[src/design/mkh_pkg.sv]
// Shared types and codes for the multi-key hash find-or-insert unit.
`default_nettype none
package mkh_pkg;

  localparam int unsigned CompFieldW = 16;
  localparam int unsigned SetIdW     = 9;
  localparam logic [31:0] HashMul    = 32'h9e3779b1;

  typedef enum logic [2:0] {
    ST_FOUND     = 3'd0,
    ST_INSERTED  = 3'd1,
    ST_NOT_FOUND = 3'd2,
    ST_FULL      = 3'd3,
    ST_TOO_LONG  = 3'd4
  } status_e;

  typedef struct packed {
    logic                  mode;
    logic [CompFieldW-1:0] component;
    logic                  key_last;
  } in_item_t;

  typedef struct packed {
    logic [SetIdW-1:0] set_id;
    status_e           status;
  } out_item_t;

endpackage
`default_nettype wire

[src/design/mkh_hash_unit.sv]
// Shared hash register with one xor-multiply step per cycle while step_i is high.
`default_nettype none
module mkh_hash_unit import mkh_pkg::*; #(
  parameter int unsigned EW = 16
) (
  input  wire logic          clk_i,
  input  wire logic          load_i,
  input  wire logic [31:0]   seed_i,
  input  wire logic          step_i,
  input  wire logic [EW-1:0] elem_i,
  output logic      [31:0]   hash_o
);

  logic [31:0] hash_q;
  logic [63:0] prod;

  assign prod   = 64'(hash_q ^ 32'(elem_i)) * 64'(HashMul);
  assign hash_o = hash_q;

  always_ff @(posedge clk_i) begin
    if (load_i) begin
      hash_q <= seed_i;
    end else if (step_i) begin
      hash_q <= prod[31:0];
    end
  end

endmodule
`default_nettype wire

[config.mk]
export PLATFORM = sky130hd
export DESIGN_NAME = mkh_hash_unit
export DESIGN_NICKNAME = d
export VERILOG_FILES = /design/src/design/mkh_pkg.sv /design/src/design/mkh_hash_unit.sv
export SDC_FILE = /design/constraint.sdc
export NUM_CORES = 1
export LEC_CHECK = 0
export ABC_AREA = 1
export BUFFER_PORTS_ARGS = -buffer_cell sky130_fd_sc_hd__buf_4
export CORE_MARGIN = 3
export CORE_UTILIZATION = 30
export DETAILED_ROUTE_END_ITERATION = 7
export RECOVER_POWER = 100
export SETUP_SLACK_MARGIN = 0.2
export SYNTH_ARGS = -nofsm -noshare
export SYNTH_HDL_FRONTEND = slang
export SYNTH_SLANG_ARGS = --single-unit
export TNS_END_PERCENT = 100
[constraint.sdc]
create_clock -name clk_i -period 9 [get_ports clk_i]
set_clock_uncertainty 0.1 [all_clocks]
set_input_delay 2.7 -clock clk_i [delete_from_list [all_inputs] [get_ports clk_i]]
set_output_delay 2.7 -clock clk_i [all_outputs]
set_load 0.03 [all_outputs]
# After elaboration in Yosys (flattened, before gate mapping)
# Index checks and enable logic that the tools add are counted.
[op_classes]
n_reduce_logical = 1
multipliers = 1
n_mux = 2
bitwise_logic = 1
[ops]
columns = ["cell", "count"]
rows = [
  ["32-bit two-way mux", 2],
  ["32-bit by 32-bit multiplier with 32-bit output, second input constant", 1],
  ["32-bit by 16-bit XOR with 32-bit output", 1],
  ["2-bit nonzero test", 1],
]
[totals]
word_cells = 6
register_bits = 32
in_bits = 51
out_inout_bits = 32

# Longest topological paths before layout
[logic_depth]
depth_word = 4
ltp_mapped = 34
ltp_nobuf = 34

# Worst setup path before layout
# OpenSTA, ideal clock, no wires.
[synth_timing]
path_kind = "input to register"
startpoint = "input port elem_i[8]"
endpoint = "register hash_q[28], in the netlist hash_o[28] (data pin)"
slack_ns = -0.066
setup_time_ns = 0.254
t_arrival_ns = 8.712
path_stages = 28
path_buffers = 0
path_cell_list = "or2_2 > nand2_1 > xnor2_1 > inv_1 > ha_1 > or2_2 > fa_1 > inv_1 > fa_1 > inv_1 > fa_1 > fa_1 > fa_1 > fa_1 > inv_1 > fa_1 > inv_1 > ha_1 > nand2_1 > nor2_1 > and3_1 > nand4_1 > nand3_1 > nand2_1 > nand3_1 > o21ai_0 > a21oi_1 > nor2_1"
[synth_between]
elab_chain_cells = 4
[synth_rtl]
columns = ["item", "line", "text"]
rows = [
  ["start: declaration", "mkh_hash_unit.sv:10", "input wire logic [EW-1:0] elem_i,"],
  ["32-bit by 16-bit XOR with 32-bit output", "mkh_hash_unit.sv:17", "assign prod = 64'(hash_q ^ 32'(elem_i)) * 64'(HashMul);"],
  ["32-bit by 32-bit multiplier with 32-bit output", "mkh_hash_unit.sv:17", ""],
  ["32-bit two-way mux", "mkh_hash_unit.sv:23", "end else if (step_i) begin"],
  ["32-bit two-way mux", "mkh_hash_unit.sv:21", "if (load_i) begin"],
  ["end signal: assignment", "mkh_hash_unit.sv:22", "hash_q <= seed_i;"],
  ["end signal: assignment", "mkh_hash_unit.sv:24", "hash_q <= prod[31:0];"],
  ["end: declaration", "mkh_hash_unit.sv:14", "logic [31:0] hash_q;"],
]
# Every way passes these cells. The select of a mux whose other input is x is not followed.
# A chain may end at the register's enable or synchronous reset.

# Worst setup path in the final report
[layout_timing]
startpoint = "input port elem_i[9]"
endpoint = "register hash_q[26], in the netlist hash_o[26] (data pin)"
# Same word-level chain as after synthesis.

==> impl_metrics.yaml <==
synth:
  syn_area_mm2: 0.0108
  ys_top_cells_by_count: "inv_1 (383), nand2_1 (209), fa_1 (196)"
  synth_cells: 1241
  yosysMostFrequentCell: "inv_1"
  yosys.cell_types.count: 36
  synth-seq-cells: 32
  syn_nets: 1670
  synth-edff-count: 32
  yosysTopAreaCell: "fa_1"
  ys.flop_type: "edfxtp_1"
  ys_async_sr_fraction_pct: 0
  synth_warnings: 0
  syn_avg_cell_area_um2: 8.74
  yosysTopAreaCellShare_pct: 36.2
  yosys-top-cells-area: "fa_1 (36%), ha_1 (21%), inv_1 (13%), edfxtp_1 (8.9%), nand2_1 (7.2%)"
  synth-seq-area-share_pct: 8.86
worst_hold_path:
  hold_start: "hash_o[3]$_DFFE_PP_"
  hold_class: "flip-flop to flip-flop"
  hold_depth: 3
  hold-path-endpoint: "hash_o[3]$_DFFE_PP_"
grt:
  grt_max_degree: 43
  overflow: 0
  grt_pass1_vias: 9408
  antenna_found_initial: 0
  grtUsageTotal_pct: 17.2
  grt_pass1_wl_um: 51100
place:
  finalWeightedCongestion: 0.949
  dp_slack_ns: -0.383
  place_hpwl_um: 28600
  port-buffer-count: 82
clocking:
  insertion_delay_ns: 0.30
  ctsHoldBuffers: 0
  clkTransAtPathRegs_ns: 0.07
  cts_buffer_depth: 2
  ctsRootBufferMaster: "clkbuf_16"
  cts_tree: "yes"
  clock_sinks: 32
  numCtsBuffers: 5
  h-tree-depth: 2
floorplanning:
  start_util_pct: 30.5
  fp.dieH_um: 196
  die_w_um: 196
  die_area_mm2: 0.0385
  ios: 83
  rows: 69
  core-area_mm2: 0.0356
sta:
  setup_viol: 0
  rsz0062_at_grt: "yes"
  drv_slew: 33
  fin_crit_sh_pct: 97.8
  worst_pin_slew_ns: 2.53
  finalHoldViolCount: 0
  setup_ws_ns: 0.201
  fin_hold_ws_ns: 0.762
  max_slew_margin_pct: -68.8
  final.min_clock_period_ns: 8.80
  max_freq_ghz: 0.114
critical_path:
  crit_type: "input port to flip-flop"
  required_ns: 8.94
  reg2reg_to: "hash_o[31]$_DFFE_PP_"
  startpoint_type: "input port"
  cp_max_fo: 3
  cp-end-kind: "flip-flop"
  r2r_setup_slack_ns: 2.06
  arrival_ns: 8.74
  reg2reg_from: "hash_o[16]$_DFFE_PP_"
  rr_worst_depth: 23
finish:
  n_antenna_cell: 0
  area_growth_pct: 31.8
  fillers: 3542
  fin_nets: 1927
  drive_above_1_share_pct: 26.9
  largest_reg_flops: 32
drt:
  firstDrtPassIters: 5
  vias: 8626
  drt_wl_total_um: 32600
  drt-initial-drc-count: 352
  final_antenna_net_count: 0
  drt-vias-per-instance: 4.40
  drt-wirelength-per-cell_um: 16.6
  drc_errors: 0
status:
  violations: "max-capacitance violations, max-slew violations"
  status: "finished with violations"
run:
  maxCapViolations: 1
-- through the flow --
stage	setup TNS, ns	instance area (µm²)	instances	utilization [%]
after floorplan	0	10900	1241	-
after global placement	-2.10	13200	1916	37.0
after detailed placement	-2.21	13200	1916	37.0
after CTS	0	13700	1934	38.6
after global routing	-0.0296	14300	1960	40.2
final	0	14300	1960	40.2
-- metal layers --
metal,vias to the layer above,part of all wire (%),track usage [%]
li1,4211,-,-
met1,4193,44,22.5
met2,176,51,30.2
met3,46,3.0,1.31
met4,0,2.9,5.70
met5,-,0,0
-- cells by family (layout without fill, tap and decap cells) --
group                    after synthesis  after routing  share of synthesized area, %
XOR/XNOR                              43             43                          3.78
flip-flops                            32             32                          8.86
adder cells (fa/ha/maj)              378            378                          57.2
buffers and inverters                395            653                          13.7
AO/OA/AOI/OAI                         74             74                          3.78
AND/OR/NAND/NOR                      319            319                          12.7
-- placed cells by master (no fill, tap or decap), drive strengths merged, types with 2 or more instances in the layout --
cell type,Yosys,final
a31oi,2,2
buf,2,218
nand3,40,40
clkinvlp,0,2
xnor2,19,19
nor3,3,3
nand4,8,8
clkbuf,5,46
nand2,217,217
a21oi,32,32
fa,196,196
xor2,24,24
o21bai,5,5
edfxtp,32,32
inv,387,386
o31ai,4,4
nor2,31,31
o21ai,27,27
or2,16,16
nand3b,2,2
ha,182,182
-- worst max-delay path by stage --
stage | cells past startpoint | end | from | slack (ns)
6_report | 28 | hash_o[26]$_DFFE_PP_ | elem_i[9] | 0.20
5_1_grt | 27 | hash_o[31]$_DFFE_PP_ | elem_i[15] | -0.02
4_1_cts | 30 | hash_o[27]$_DFFE_PP_ | elem_i[9] | 0.16
3_5_place_dp | 25 | hash_o[31]$_DFFE_PP_ | elem_i[14] | -0.38
3_3_place_gp | 25 | hash_o[31]$_DFFE_PP_ | elem_i[14] | -0.37
2_1_floorplan | 28 | hash_o[28]$_DFFE_PP_ | elem_i[8] | 0.15
-- final cells by class --
type	count	area (µm²)	share of cell area (%)
Clock inverter	1	3.75	0.0263
Multi-Input combinational cell	814	9240	64.6
Clock buffer	7	133	0.928
Sequential cell	32	961	6.72
Timing Repair Buffer	257	1910	13.4
Inverter	388	1470	10.3
Tap cell	461	577	4.03
-- what timing repair did --
action,in CTS,in global routing
buffers inserted,10,26
gates resized for setup,68,128
pin swaps,51,83
endpoints found under the setup margin,11,13
-- critical path, stage by stage --
cell      delay (ns)
buf_8           0.10
xnor2_4         0.21
buf_6           0.15
xnor2_4         0.12
inv_2           0.06
ha_4            0.15
or2_4           0.25
fa_1            0.46
fa_1            0.50
inv_1           0.06
fa_1            0.48
inv_1           0.05
fa_1            0.49
fa_2            0.45
fa_1            0.48
inv_1           0.06
fa_1            0.50
inv_1           0.07
ha_4            0.16
buf_4           0.13
a21oi_2         0.13
o21ai_1         0.09
a21oi_1         0.16
nand3_2         0.14
clkbuf_4        0.17
or2_2           0.26
nand3_1         0.07
nand2_1         0.08
Power is not shown: default switching activity piles up to over one toggle a cycle in this logic, so the estimate is an artifact.
